--- src/fhi_pkg.sv ---
// Shared types and constants for the frame header inserter.
package fhi_pkg;

  // Fixed field widths.
  localparam int unsigned SAMPLE_W   = 16;
  localparam int unsigned FLEN_W     = 16;
  localparam int unsigned PLEN_W     = 3;
  localparam int unsigned SIGNS_W    = 4;
  localparam int unsigned AMP_W      = 15;
  localparam int unsigned SW_W       = 4;
  localparam int unsigned PAD_W      = 4;
  localparam int unsigned PART_W     = 3;
  localparam int unsigned CFG_IDX_W  = 3;
  localparam int unsigned CFG_DATA_W = 15;

  // Configuration register indexes.
  localparam logic [CFG_IDX_W-1:0] REG_PREAMBLE_LENGTH = 3'd0;
  localparam logic [CFG_IDX_W-1:0] REG_PREAMBLE_SIGNS  = 3'd1;
  localparam logic [CFG_IDX_W-1:0] REG_AMPLITUDE       = 3'd2;
  localparam logic [CFG_IDX_W-1:0] REG_SYMBOL_WIDTH    = 3'd3;
  localparam logic [CFG_IDX_W-1:0] REG_PADDING_LENGTH  = 3'd4;

  // Register reset values.
  localparam logic [PLEN_W-1:0]  RST_PREAMBLE_LENGTH = 3'd1;
  localparam logic [SIGNS_W-1:0] RST_PREAMBLE_SIGNS  = 4'd0;
  localparam logic [AMP_W-1:0]   RST_AMPLITUDE       = 15'd16384;
  localparam logic [SW_W-1:0]    RST_SYMBOL_WIDTH    = 4'd8;
  localparam logic [PAD_W-1:0]   RST_PADDING_LENGTH  = 4'd0;

  // floor(0.8 * w) for w up to 64 equals (w * 820) >> 10.
  localparam logic [16:0] FS_MUL   = 17'd820;
  localparam int unsigned FS_SHIFT = 10;

  // Tag of each emitted sample.
  typedef enum logic [PART_W-1:0] {
    PART_DATA = 3'd0,
    PART_SYNC = 3'd1,
    PART_FREQ = 3'd2,
    PART_LEN  = 3'd3,
    PART_PAD  = 3'd4
  } part_e;

  // Commands from the sequencer to the datapath.
  typedef struct packed {
    logic  load;       // capture the accepted item
    logic  emit;       // load the output register
    part_e part;       // which sample to build
    logic  last;       // last result of the item
    logic  sym_next;   // step to the next preamble symbol
    logic  len_shift;  // step to the next length bit
  } cmd_t;

endpackage

--- src/fhi_cfg.sv ---
// Configuration registers with range limiting and derived run counts.
module fhi_cfg #(
  parameter int MAX_PREAMBLE     = 4,
  parameter int MAX_SYMBOL_WIDTH = 8,
  parameter int MAX_PADDING      = 8,
  parameter int CW               = 5
) (
  input  logic                              clk_i,
  input  logic                              rst_ni,
  input  logic                              cfg_we_i,
  input  logic [fhi_pkg::CFG_IDX_W-1:0]     cfg_idx_i,
  input  logic [fhi_pkg::CFG_DATA_W-1:0]    cfg_data_i,
  output logic [CW-1:0]                     plen_o,
  output logic [CW-1:0]                     sw_o,
  output logic [CW-1:0]                     fs_o,
  output logic [CW-1:0]                     pad_o,
  output logic [MAX_PREAMBLE-1:0]           signs_o,
  output logic                              last_neg_o,
  output logic [fhi_pkg::AMP_W-1:0]         amp_o
);

  logic [fhi_pkg::PLEN_W-1:0]  plen_q;
  logic [fhi_pkg::SIGNS_W-1:0] signs_q;
  logic [fhi_pkg::AMP_W-1:0]   amp_q;
  logic [fhi_pkg::SW_W-1:0]    sw_q;
  logic [fhi_pkg::PAD_W-1:0]   pad_q;
  logic [16:0]                 fs_prod;

  // Register writes; unknown indexes are ignored.
  always_ff @(posedge clk_i or negedge rst_ni) begin
    if (!rst_ni) begin
      plen_q  <= fhi_pkg::RST_PREAMBLE_LENGTH;
      signs_q <= fhi_pkg::RST_PREAMBLE_SIGNS;
      amp_q   <= fhi_pkg::RST_AMPLITUDE;
      sw_q    <= fhi_pkg::RST_SYMBOL_WIDTH;
      pad_q   <= fhi_pkg::RST_PADDING_LENGTH;
    end else if (cfg_we_i) begin
      case (cfg_idx_i)
        fhi_pkg::REG_PREAMBLE_LENGTH: plen_q  <= cfg_data_i[fhi_pkg::PLEN_W-1:0];
        fhi_pkg::REG_PREAMBLE_SIGNS:  signs_q <= cfg_data_i[fhi_pkg::SIGNS_W-1:0];
        fhi_pkg::REG_AMPLITUDE:       amp_q   <= cfg_data_i[fhi_pkg::AMP_W-1:0];
        fhi_pkg::REG_SYMBOL_WIDTH:    sw_q    <= cfg_data_i[fhi_pkg::SW_W-1:0];
        fhi_pkg::REG_PADDING_LENGTH:  pad_q   <= cfg_data_i[fhi_pkg::PAD_W-1:0];
        default: ;
      endcase
    end
  end

  // Limit the counts to the ranges the hardware supports.
  always_comb begin
    if (plen_q == '0) begin
      plen_o = CW'(1);
    end else if (32'(plen_q) > 32'(MAX_PREAMBLE)) begin
      plen_o = CW'(MAX_PREAMBLE);
    end else begin
      plen_o = CW'(plen_q);
    end

    if (sw_q == '0) begin
      sw_o = CW'(1);
    end else if (32'(sw_q) > 32'(MAX_SYMBOL_WIDTH)) begin
      sw_o = CW'(MAX_SYMBOL_WIDTH);
    end else begin
      sw_o = CW'(sw_q);
    end

    if (32'(pad_q) > 32'(MAX_PADDING)) begin
      pad_o = CW'(MAX_PADDING);
    end else begin
      pad_o = CW'(pad_q);
    end
  end

  // Frequency-sync run length by reciprocal multiplication.
  assign fs_prod = 17'(sw_o) * fhi_pkg::FS_MUL;
  assign fs_o    = CW'(fs_prod >> fhi_pkg::FS_SHIFT);

  // Sign bits widened to the preamble depth; the last symbol's sign is picked out.
  always_comb begin
    signs_o    = '0;
    last_neg_o = 1'b0;
    for (int i = 0; i < MAX_PREAMBLE; i++) begin
      if (i < int'(fhi_pkg::SIGNS_W)) begin
        signs_o[i] = signs_q[i[1:0]];
      end
      if (CW'(i + 1) == plen_o) begin
        last_neg_o = signs_o[i];
      end
    end
  end

  assign amp_o = amp_q;

endmodule

--- src/fhi_ctrl.sv ---
// Sequencer state machine that walks through the header, data and padding runs.
module fhi_ctrl #(
  parameter int LENGTH_BITS = 16,
  parameter int CW          = 5
) (
  input  logic          clk_i,
  input  logic          rst_ni,
  input  logic          in_valid_i,
  output logic          in_stall_o,
  input  logic          start_i,
  input  logic          end_i,
  output logic          out_valid_o,
  input  logic          out_stall_i,
  input  logic [CW-1:0] plen_i,
  input  logic [CW-1:0] sw_i,
  input  logic [CW-1:0] fs_i,
  input  logic [CW-1:0] pad_i,
  output fhi_pkg::cmd_t cmd_o
);

  localparam logic [2:0] ST_IDLE = 3'd0;
  localparam logic [2:0] ST_SYNC = 3'd1;
  localparam logic [2:0] ST_FREQ = 3'd2;
  localparam logic [2:0] ST_LEN  = 3'd3;
  localparam logic [2:0] ST_DATA = 3'd4;
  localparam logic [2:0] ST_PAD  = 3'd5;

  localparam logic [CW-1:0] LEN_LAST = CW'(LENGTH_BITS - 1);

  logic [2:0]    state_q, state_d;
  logic [CW-1:0] sym_q, sym_d;
  logic [CW-1:0] rep_q, rep_d;
  logic          end_q, end_d;
  logic          out_valid_q, out_valid_d;
  logic          adv;
  logic          fin;
  logic          in_ready;

  // Next state, counters and datapath commands.
  always_comb begin
    adv     = !out_valid_q || !out_stall_i;
    fin     = 1'b0;
    cmd_o   = '0;
    state_d = state_q;
    sym_d   = sym_q;
    rep_d   = rep_q;
    end_d   = end_q;

    case (state_q)
      ST_IDLE: ;
      ST_SYNC: begin
        if (adv) begin
          cmd_o.emit = 1'b1;
          cmd_o.part = fhi_pkg::PART_SYNC;
          if (rep_q == sw_i - 1'b1) begin
            rep_d = '0;
            if (sym_q == plen_i - 1'b1) begin
              state_d = (fs_i != '0) ? ST_FREQ : ST_LEN;
            end else begin
              sym_d          = sym_q + 1'b1;
              cmd_o.sym_next = 1'b1;
            end
          end else begin
            rep_d = rep_q + 1'b1;
          end
        end
      end
      ST_FREQ: begin
        if (adv) begin
          cmd_o.emit = 1'b1;
          cmd_o.part = fhi_pkg::PART_FREQ;
          if (rep_q == fs_i - 1'b1) begin
            rep_d   = '0;
            state_d = ST_LEN;
          end else begin
            rep_d = rep_q + 1'b1;
          end
        end
      end
      ST_LEN: begin
        if (adv) begin
          cmd_o.emit      = 1'b1;
          cmd_o.part      = fhi_pkg::PART_LEN;
          cmd_o.len_shift = 1'b1;
          if (rep_q == LEN_LAST) begin
            rep_d   = '0;
            state_d = ST_DATA;
          end else begin
            rep_d = rep_q + 1'b1;
          end
        end
      end
      ST_DATA: begin
        if (adv) begin
          cmd_o.emit = 1'b1;
          cmd_o.part = fhi_pkg::PART_DATA;
          if (end_q && (pad_i != '0)) begin
            rep_d   = '0;
            state_d = ST_PAD;
          end else begin
            cmd_o.last = 1'b1;
            fin        = 1'b1;
            state_d    = ST_IDLE;
          end
        end
      end
      ST_PAD: begin
        if (adv) begin
          cmd_o.emit = 1'b1;
          cmd_o.part = fhi_pkg::PART_PAD;
          if (rep_q == pad_i - 1'b1) begin
            cmd_o.last = 1'b1;
            fin        = 1'b1;
            state_d    = ST_IDLE;
          end else begin
            rep_d = rep_q + 1'b1;
          end
        end
      end
      default: state_d = ST_IDLE;
    endcase

    // A new item enters when idle or as the last result of the current one leaves.
    in_ready = (state_q == ST_IDLE) || fin;
    if (in_valid_i && in_ready) begin
      cmd_o.load = 1'b1;
      end_d      = end_i;
      sym_d      = '0;
      rep_d      = '0;
      state_d    = start_i ? ST_SYNC : ST_DATA;
    end

    // Output register valid flag.
    if (cmd_o.emit) begin
      out_valid_d = 1'b1;
    end else if (adv) begin
      out_valid_d = 1'b0;
    end else begin
      out_valid_d = out_valid_q;
    end
  end

  // Control state.
  always_ff @(posedge clk_i or negedge rst_ni) begin
    if (!rst_ni) begin
      state_q     <= ST_IDLE;
      sym_q       <= '0;
      rep_q       <= '0;
      end_q       <= 1'b0;
      out_valid_q <= 1'b0;
    end else begin
      state_q     <= state_d;
      sym_q       <= sym_d;
      rep_q       <= rep_d;
      end_q       <= end_d;
      out_valid_q <= out_valid_d;
    end
  end

  assign in_stall_o  = !in_ready;
  assign out_valid_o = out_valid_q;

endmodule

--- src/fhi_dp.sv ---
// Datapath: item capture, sign and length shifters, sample builder and output register.
module fhi_dp #(
  parameter int MAX_PREAMBLE = 4,
  parameter int LENGTH_BITS  = 16
) (
  input  logic                                   clk_i,
  input  fhi_pkg::cmd_t                          cmd_i,
  input  logic signed [fhi_pkg::SAMPLE_W-1:0]    in_re_i,
  input  logic signed [fhi_pkg::SAMPLE_W-1:0]    in_im_i,
  input  logic                                   length_valid_i,
  input  logic [fhi_pkg::FLEN_W-1:0]             frame_length_i,
  input  logic [MAX_PREAMBLE-1:0]                signs_i,
  input  logic                                   last_neg_i,
  input  logic [fhi_pkg::AMP_W-1:0]              amp_i,
  output logic signed [fhi_pkg::SAMPLE_W-1:0]    out_re_o,
  output logic signed [fhi_pkg::SAMPLE_W-1:0]    out_im_o,
  output logic [fhi_pkg::PART_W-1:0]             part_o,
  output logic                                   run_last_o
);

  logic signed [fhi_pkg::SAMPLE_W-1:0] re_q, im_q;
  logic                                lv_q;
  logic [LENGTH_BITS-1:0]              len_q;
  logic [MAX_PREAMBLE-1:0]             sgn_q;
  logic [LENGTH_BITS-1:0]              len_ext;

  logic [fhi_pkg::SAMPLE_W-1:0]        amp_pos, amp_neg;
  logic                                neg;
  logic [fhi_pkg::SAMPLE_W-1:0]        sym_val;
  logic signed [fhi_pkg::SAMPLE_W-1:0] re_d, im_d;

  logic signed [fhi_pkg::SAMPLE_W-1:0] out_re_q, out_im_q;
  logic [fhi_pkg::PART_W-1:0]          part_q;
  logic                                last_q;

  // Frame length fitted to the length field; higher bits are dropped.
  always_comb begin
    len_ext = '0;
    for (int i = 0; i < LENGTH_BITS; i++) begin
      if (i < int'(fhi_pkg::FLEN_W)) begin
        len_ext[i] = frame_length_i[i[3:0]];
      end
    end
  end

  // Item capture and the shifters that step through symbols and length bits.
  always_ff @(posedge clk_i) begin
    if (cmd_i.load) begin
      re_q  <= in_re_i;
      im_q  <= in_im_i;
      lv_q  <= length_valid_i;
      len_q <= len_ext;
      sgn_q <= signs_i;
    end else begin
      if (cmd_i.sym_next) begin
        sgn_q <= sgn_q >> 1;
      end
      if (cmd_i.len_shift) begin
        len_q <= len_q << 1;
      end
    end
  end

  // Build the sample for the current part.
  always_comb begin
    amp_pos = {1'b0, amp_i};
    amp_neg = (~amp_pos) + 16'd1;
    case (cmd_i.part)
      fhi_pkg::PART_SYNC: neg = sgn_q[0];
      fhi_pkg::PART_FREQ: neg = last_neg_i;
      fhi_pkg::PART_LEN:  neg = last_neg_i ^ !len_q[LENGTH_BITS-1];
      default:            neg = 1'b0;
    endcase
    sym_val = neg ? amp_neg : amp_pos;

    case (cmd_i.part)
      fhi_pkg::PART_DATA: begin
        re_d = re_q;
        im_d = im_q;
      end
      fhi_pkg::PART_SYNC, fhi_pkg::PART_FREQ: begin
        re_d = sym_val;
        im_d = '0;
      end
      fhi_pkg::PART_LEN: begin
        re_d = lv_q ? sym_val : '0;
        im_d = '0;
      end
      default: begin
        re_d = '0;
        im_d = '0;
      end
    endcase
  end

  // Output register.
  always_ff @(posedge clk_i) begin
    if (cmd_i.emit) begin
      out_re_q <= re_d;
      out_im_q <= im_d;
      part_q   <= cmd_i.part;
      last_q   <= cmd_i.last;
    end
  end

  assign out_re_o   = out_re_q;
  assign out_im_o   = out_im_q;
  assign part_o     = part_q;
  assign run_last_o = last_q;

endmodule

--- src/frame_header_inserter.sv ---
// Frame header inserter top level: configuration, sequencer and datapath.
//
// Each input item is one complex Q2.14 sample. An item with a start mark is
// preceded by a header: the sync word (each preamble symbol repeated
// symbol_width times), a frequency-sync run of floor(0.8*symbol_width) copies
// of the last symbol, and LENGTH_BITS length symbols sent most significant bit
// first. An item with an end mark is followed by padding_length zero samples.
// Every result carries a part tag, and run_last marks the last result of an
// item. The sequencer puts out one result per clock, unless the output stalls,
// through a single output register. An item has 1 result for a plain sample,
// plus preamble_length*symbol_width + floor(0.8*symbol_width) + LENGTH_BITS
// with a start mark, plus padding_length with an end mark. The next item is
// taken in the cycle the last result of the current one is registered, so plain
// samples flow at one per cycle unless the output stalls. The user must write
// configuration only while the block is idle; the block does not enforce this.
module frame_header_inserter #(
  parameter int MAX_PREAMBLE     = 4,
  parameter int MAX_SYMBOL_WIDTH = 8,
  parameter int MAX_PADDING      = 8,
  parameter int LENGTH_BITS      = 16
) (
  input  logic                                 clk_i,
  input  logic                                 rst_ni,
  input  logic                                 cfg_we_i,
  input  logic [fhi_pkg::CFG_IDX_W-1:0]        cfg_idx_i,
  input  logic [fhi_pkg::CFG_DATA_W-1:0]       cfg_data_i,
  input  logic                                 in_valid_i,
  output logic                                 in_stall_o,
  input  logic signed [fhi_pkg::SAMPLE_W-1:0]  in_re_i,
  input  logic signed [fhi_pkg::SAMPLE_W-1:0]  in_im_i,
  input  logic                                 start_mark_i,
  input  logic                                 end_mark_i,
  input  logic                                 length_valid_i,
  input  logic [fhi_pkg::FLEN_W-1:0]           frame_length_i,
  output logic                                 out_valid_o,
  input  logic                                 out_stall_i,
  output logic signed [fhi_pkg::SAMPLE_W-1:0]  out_re_o,
  output logic signed [fhi_pkg::SAMPLE_W-1:0]  out_im_o,
  output logic [fhi_pkg::PART_W-1:0]           part_o,
  output logic                                 run_last_o
);

  // Counter width covers the longest run of any part.
  localparam int RUN_A   = (MAX_PREAMBLE > MAX_SYMBOL_WIDTH) ? MAX_PREAMBLE : MAX_SYMBOL_WIDTH;
  localparam int RUN_B   = (MAX_PADDING > LENGTH_BITS) ? MAX_PADDING : LENGTH_BITS;
  localparam int RUN_MAX = (RUN_A > RUN_B) ? RUN_A : RUN_B;
  localparam int CW      = $clog2(RUN_MAX + 1);

  logic [CW-1:0]           plen, sw, fs, pad;
  logic [MAX_PREAMBLE-1:0] signs;
  logic                    last_neg;
  logic [fhi_pkg::AMP_W-1:0] amp;
  fhi_pkg::cmd_t           cmd;

  fhi_cfg #(
    .MAX_PREAMBLE     (MAX_PREAMBLE),
    .MAX_SYMBOL_WIDTH (MAX_SYMBOL_WIDTH),
    .MAX_PADDING      (MAX_PADDING),
    .CW               (CW)
  ) u_cfg (
    .clk_i      (clk_i),
    .rst_ni     (rst_ni),
    .cfg_we_i   (cfg_we_i),
    .cfg_idx_i  (cfg_idx_i),
    .cfg_data_i (cfg_data_i),
    .plen_o     (plen),
    .sw_o       (sw),
    .fs_o       (fs),
    .pad_o      (pad),
    .signs_o    (signs),
    .last_neg_o (last_neg),
    .amp_o      (amp)
  );

  fhi_ctrl #(
    .LENGTH_BITS (LENGTH_BITS),
    .CW          (CW)
  ) u_ctrl (
    .clk_i       (clk_i),
    .rst_ni      (rst_ni),
    .in_valid_i  (in_valid_i),
    .in_stall_o  (in_stall_o),
    .start_i     (start_mark_i),
    .end_i       (end_mark_i),
    .out_valid_o (out_valid_o),
    .out_stall_i (out_stall_i),
    .plen_i      (plen),
    .sw_i        (sw),
    .fs_i        (fs),
    .pad_i       (pad),
    .cmd_o       (cmd)
  );

  fhi_dp #(
    .MAX_PREAMBLE (MAX_PREAMBLE),
    .LENGTH_BITS  (LENGTH_BITS)
  ) u_dp (
    .clk_i          (clk_i),
    .cmd_i          (cmd),
    .in_re_i        (in_re_i),
    .in_im_i        (in_im_i),
    .length_valid_i (length_valid_i),
    .frame_length_i (frame_length_i),
    .signs_i        (signs),
    .last_neg_i     (last_neg),
    .amp_i          (amp),
    .out_re_o       (out_re_o),
    .out_im_o       (out_im_o),
    .part_o         (part_o),
    .run_last_o     (run_last_o)
  );

endmodule

--- config.mk ---
export PLATFORM = sky130hd
export DESIGN_NAME = frame_header_inserter
export DESIGN_NICKNAME = d
export VERILOG_FILES = /design/src/fhi_pkg.sv /design/src/fhi_cfg.sv /design/src/fhi_ctrl.sv /design/src/fhi_dp.sv /design/src/frame_header_inserter.sv
export SDC_FILE = /design/constraint.sdc
export NUM_CORES = 1
export LEC_CHECK = 0
export BUFFER_PORTS_ARGS = -buffer_cell sky130_fd_sc_hd__buf_2
export CORE_ASPECT_RATIO = 0.6
export CORE_UTILIZATION = 30
export DETAILED_ROUTE_END_ITERATION = 10
export SLEW_MARGIN = 20
export SYNTH_ARGS = -nofsm -noshare
export SYNTH_HDL_FRONTEND = slang
export SYNTH_SLANG_ARGS = --single-unit
export TNS_END_PERCENT = 10
--- constraint.sdc ---
create_clock -name clk_i -period 5.4 [get_ports clk_i]
set_input_delay 1.35 -clock clk_i [delete_from_list [all_inputs] [get_ports clk_i]]
set_output_delay 1.35 -clock clk_i [all_outputs]
set_load 0.02 [all_outputs]
==> impl_summary.txt <==
----------------------------------------------------
[Pwr]
  Comb pwr share ... 38.0%
  Sequential share of power ... 37.8%
  Fraction of power spent switching nets ... 37.20%
  Switching power summed over all nets ... 1.722 mW
  Worst vdd rail ir drop ... 0.0002404 V
  PD cells ... 564.8 nW/um2
  Clk pwr share ... 24.2%
  Cell-internal power ... 2.907 mW
  Static leakage ... 3.400 nW

[STA]
  Final setup violation count ... 0
  Hold Violations, Final ... 0
  Pins over their slew limit ... 0
  Measured slew at the worst slew-check pin ... 1.026 ns
  Peak clock frequency supported by timing ... 196.5 MHz
  Relative slew margins ... 31.45%
  Total Neg Setup Slack ... 0 ns
  Worst Setup Slack, final ... 0.3104 ns
  Final worst path period need ... 5.090 ns
  Unrepaired setup endpoints after global routing ... false
  Post-route fraction of the period consumed by the critical path ... 94.25%
  Clk_skew ... 0.007670 ns

[Clock tree]
  Clock transition at the register clock pins on the worst setup and hold paths after CTS ... 0.06 ns
  CTS tree ... yes
  Cell at the root of the clock tree ... sky130_fd_sc_hd__clkbuf_16
  Clock buffers created by TritonCTS ... 17
  Maximum level of the CTS H-tree ... 4
  Hold-fix buffers, CTS ... 0
  Clock sinks ... 134
  Later-pin clock latency in the skew report ... 0.42 ns
  CTS max path bufs ... 2
  Post-cts sizing count ... 0

[Final layout]
  Net count of the finished layout ... 801
  Non-filler cells, final ... 1000
  Post-route cell area ... 8197 um2
  Layout overhead on the synthesized area ... 21.90%
  Most common library cell in the layout ignoring fill and taps ... sky130_fd_sc_hd__buf_2
  Fill cell count ... 2154
  # diodes ... 0
  Leading cell types in the layout, fill and taps excluded ... 110 x sky130_fd_sc_hd__buf_2, 95 x sky130_fd_sc_hd__nand2_1, 89 x sky130_fd_sc_hd__edfxtp_1
  Share of the core filled with cells in the final layout ... 37.23%
  Fraction of final layout cells sized beyond drive strength 1 ... 27.59%

[Global routing]
  Total global routing track utilization ... 14.10%
  Via count of the first global-routing pass ... 4598
  Aggregate global routing overflow ... 0
  Maximum number of pins on one net before global-route repair ... 46
  Initial antenna violation count ... 0
  Global-route wire length before repair ... 24990 um

[Worst setup path]
  Endpoint required time on the critical path ... 5.70 ns
  Crit path DAT ... 5.39 ns
  Type of element capturing the critical path ... flop
  Max stage delay on crit path ... 0.62 ns
  Crit-path slowest cell ... sky130_fd_sc_hd__dfstp_2
  Maximum fanout encountered on the critical timing path ... 11
  Flop2flop setup slack ... 0.31 ns
  Reg-to-reg critical path startpoint ... u_cfg.sw_q[3]
  Crit Reg-Reg Endpoint ... u_ctrl.rep_q[0]
  Setup Crit Path Kind ... flop to flop
  Ordered cell list for the critical path ... nand2b_2, inv_1, ha_1, or3_4, and2_4, ha_1, a21oi_1, nor2_1, or4_1, nand3_1, inv_1, ha_1, xor2_1, inv_1, a311o_1, a211oi_1, mux2i_1, a32oi_2, buf_4, a21oi_2, mux2_2
  Type of origin of the critical path ... flop
  Depth of the most critical reg-to-reg path ... 21

[Floorplanning]
  Height of the die ... 118.0 um
  Area inside the core boundary ... 22020 um2
  Effective utilization at floorplan ... 30.54%
  Number of standard-cell rows in the floorplan ... 42
  # IOs ... 112
  Die X-Extent ... 195.3 um
  Area of the die ... 23040 um2

[Place]
  DP HPWL ... 11240 um
  Area after detailed placement ... 7592 um2
  Total of buffers placed on input and output ports ... 111
  Placed Cells incl. Taps ... 966
  Worst setup slack before clock tree synthesis ... 0.3058 ns
  Final RePlAce weighted congestion ... 0.8250

[Min path]
  Hold_sp ... u_ctrl.end_q
  Endpoint with the worst hold slack ... u_ctrl.end_q
  HP Class ... flop to flop
  Hold path depth ... 2

[Synth]
  Net count after synthesis ... 687
  Synth Warn # ... 0
  Unique cell type count in the Yosys netlist ... 69
  Post-synthesis cell area ... 6724 um2
  Number of flip-flops and latches in the synthesized netlist ... 134
  Share of the yosys chip area belonging to registers ... 56.55%
  Mean area per synthesized cell ... 11.45 um2
  Cells after synthesis ... 587
  Ys flop type ... sky130_fd_sc_hd__edfxtp_1
  Number of flops mapped to enable cells by yosys ... 89
  Proportion of synthesized flip-flops having asynchronous set or reset ... 33.58%

[Detailed routing]
  Average wire length per cell after detail routing ... 15.27 um
  Iter 0 DRT Violations ... 285
  Avg Vias per Cell ... 4.748
  Number of vias after detailed routing ... 4748
  Number of DRC violations after detailed routing ... 0
  Total wire length ... 15270 um
  Pre-Repair DR Iteration Count ... 4
  DRT antenna net count ... 0

[Flow run]
  Number of max-cap violations ... 0

[Run status]
  Run status ... finished, final reports clean

----------------------------------------------------
==> logic make-up (layout without fill, tap and decap cells) <==
family | count (synthesis) | after routing | synth area share (%)
AO/OA/AOI/OAI | 94 | 94 | 9.639
buffers and inverters | 53 | 180 | 3.256
XOR/XNOR | 32 | 32 | 4.168
flip-flops | 134 | 134 | 56.55
adder cells (fa/ha/maj) | 26 | 26 | 4.838
multiplexers | 30 | 30 | 4.950
AND/OR/NAND/NOR | 218 | 218 | 16.60
==> critical path, delay by kind of cell (launching register included) <==
family / cells / cell delay [ns]
fa+ha+maj: 3 / 0.81
xor+xnor: 1 / 0.20
buf+inv: 4 / 0.37
compound gates: 5 / 1.06
simple gates: 6 / 1.52
mux: 2 / 0.41
flops: 1 / 0.62
==> per-layer routing <==
layer / vias to the layer above / global-route usage [%] / share of wire [%] / wire length (um)
met5: - / 0 / 0 / 0
met4: 0 / 3.543 / 0.69 / 106
li1: 2328 / - / - / -
met2: 140 / 18.33 / 38 / 5866
met1: 2271 / 21.76 / 54 / 8304
met3: 9 / 4.728 / 6.5 / 997
==> what timing repair did <==
item,CTS,global route
setup buffers,0,1
hold endpoints to repair,0,0
setup endpoints to repair,0,6
==> power groups by stage <==
stage	combinational, mW	clock, mW	sequential [mW]
after floorplan	1.13	0	1.86
after detailed placement	1.73	0	1.77
after CTS	1.74	1.15	1.75
final	1.76	1.12	1.75
after global routing	1.95	1.20	1.79
after global placement	1.71	0	1.76
==> synth_stat cells, types with 2 or more instances <==
| cell | number | area share [%] |
|---|---|---|
| sky130_fd_sc_hd__a211oi_1 | 4 | 0.45 |
| sky130_fd_sc_hd__a21o_1 | 4 | 0.45 |
| sky130_fd_sc_hd__a21oi_1 | 15 | 1.1 |
| sky130_fd_sc_hd__a22o_1 | 4 | 0.52 |
| sky130_fd_sc_hd__a311oi_1 | 2 | 0.26 |
| sky130_fd_sc_hd__a31oi_1 | 2 | 0.19 |
| sky130_fd_sc_hd__and2_1 | 21 | 2.0 |
| sky130_fd_sc_hd__and3b_1 | 3 | 0.39 |
| sky130_fd_sc_hd__buf_2 | 4 | 0.30 |
| sky130_fd_sc_hd__buf_6 | 2 | 0.33 |
| sky130_fd_sc_hd__clkbuf_1 | 20 | 1.1 |
| sky130_fd_sc_hd__dfrtp_1 | 42 | 16 |
| sky130_fd_sc_hd__dfstp_2 | 3 | 1.2 |
| sky130_fd_sc_hd__edfxtp_1 | 89 | 40 |
| sky130_fd_sc_hd__ha_1 | 26 | 4.8 |
| sky130_fd_sc_hd__inv_1 | 24 | 1.3 |
| sky130_fd_sc_hd__inv_2 | 3 | 0.17 |
| sky130_fd_sc_hd__mux2_1 | 4 | 0.67 |
| sky130_fd_sc_hd__mux2_2 | 22 | 3.7 |
| sky130_fd_sc_hd__mux2i_1 | 4 | 0.60 |
| sky130_fd_sc_hd__nand2_1 | 95 | 5.3 |
| sky130_fd_sc_hd__nand2b_1 | 9 | 0.84 |
| sky130_fd_sc_hd__nand3_1 | 13 | 0.97 |
| sky130_fd_sc_hd__nand4_1 | 3 | 0.28 |
| sky130_fd_sc_hd__nor2_1 | 21 | 1.2 |
| sky130_fd_sc_hd__nor2b_1 | 13 | 1.2 |
| sky130_fd_sc_hd__nor3_1 | 11 | 0.82 |
| sky130_fd_sc_hd__nor3b_1 | 3 | 0.33 |
| sky130_fd_sc_hd__nor3b_2 | 2 | 0.37 |
| sky130_fd_sc_hd__nor4_1 | 3 | 0.28 |
| sky130_fd_sc_hd__o2111ai_1 | 3 | 0.39 |
| sky130_fd_sc_hd__o211a_2 | 2 | 0.30 |
| sky130_fd_sc_hd__o211ai_1 | 6 | 0.67 |
| sky130_fd_sc_hd__o21ai_0 | 5 | 0.37 |
| sky130_fd_sc_hd__o21ai_1 | 24 | 1.8 |
| sky130_fd_sc_hd__o21bai_1 | 3 | 0.33 |
| sky130_fd_sc_hd__o31ai_1 | 4 | 0.45 |
| sky130_fd_sc_hd__or3_1 | 6 | 0.56 |
| sky130_fd_sc_hd__or4_1 | 3 | 0.33 |
| sky130_fd_sc_hd__xnor2_1 | 24 | 3.1 |
| sky130_fd_sc_hd__xor2_1 | 8 | 1.0 |
==> worst max path at each step <==
| stage | startpoint | end |
|---|---|---|
| global route | u_cfg.sw_q[3] | u_ctrl.rep_q[0] |
| global placement | u_cfg.sw_q[3] | u_ctrl.rep_q[0] |
| finish | u_cfg.sw_q[3] | u_ctrl.rep_q[0] |
| detailed placement | u_cfg.sw_q[3] | u_ctrl.rep_q[0] |
| floorplan | u_cfg.sw_q[3] | u_ctrl.rep_q[0] |
| CTS | u_cfg.sw_q[3] | u_ctrl.rep_q[0] |
==> through the flow <==
stage	hold slack, ns	total power, mW
after floorplan	0.4309	2.990
after global placement	0.4519	3.473
after detailed placement	0.4610	3.502
after CTS	0.4744	4.641
after global routing	0.5158	4.938
final	0.4784	4.629
==> final cells by class <==
cell class / instances / area [um2] / share of cell area (%)
clock inverter: 14 / 135.1 / 1.649
sequential: 134 / 3802 / 46.39
multi-input combinational: 400 / 2715 / 33.12
clock buffer: 18 / 439.2 / 5.358
timing repair buffer: 121 / 645.6 / 7.877
inverter: 27 / 101.3 / 1.236
tap: 286 / 357.8 / 4.366
==> flip-flops by register name (all words and copies together) (netlist names), 4 cells and up <==
name and count:
u_dp.out_im_o 16, u_cfg.sw_q 4, u_ctrl.rep_q 5, u_cfg.signs_o 4
u_cfg.amp_o 15, u_ctrl.sym_q 5, u_dp.im_q 16, u_dp.sgn_q 4
u_dp.out_re_o 16, u_cfg.pad_q 4, u_dp.re_q 16, u_dp.len_q 16
(Power assumes the default switching activity.)
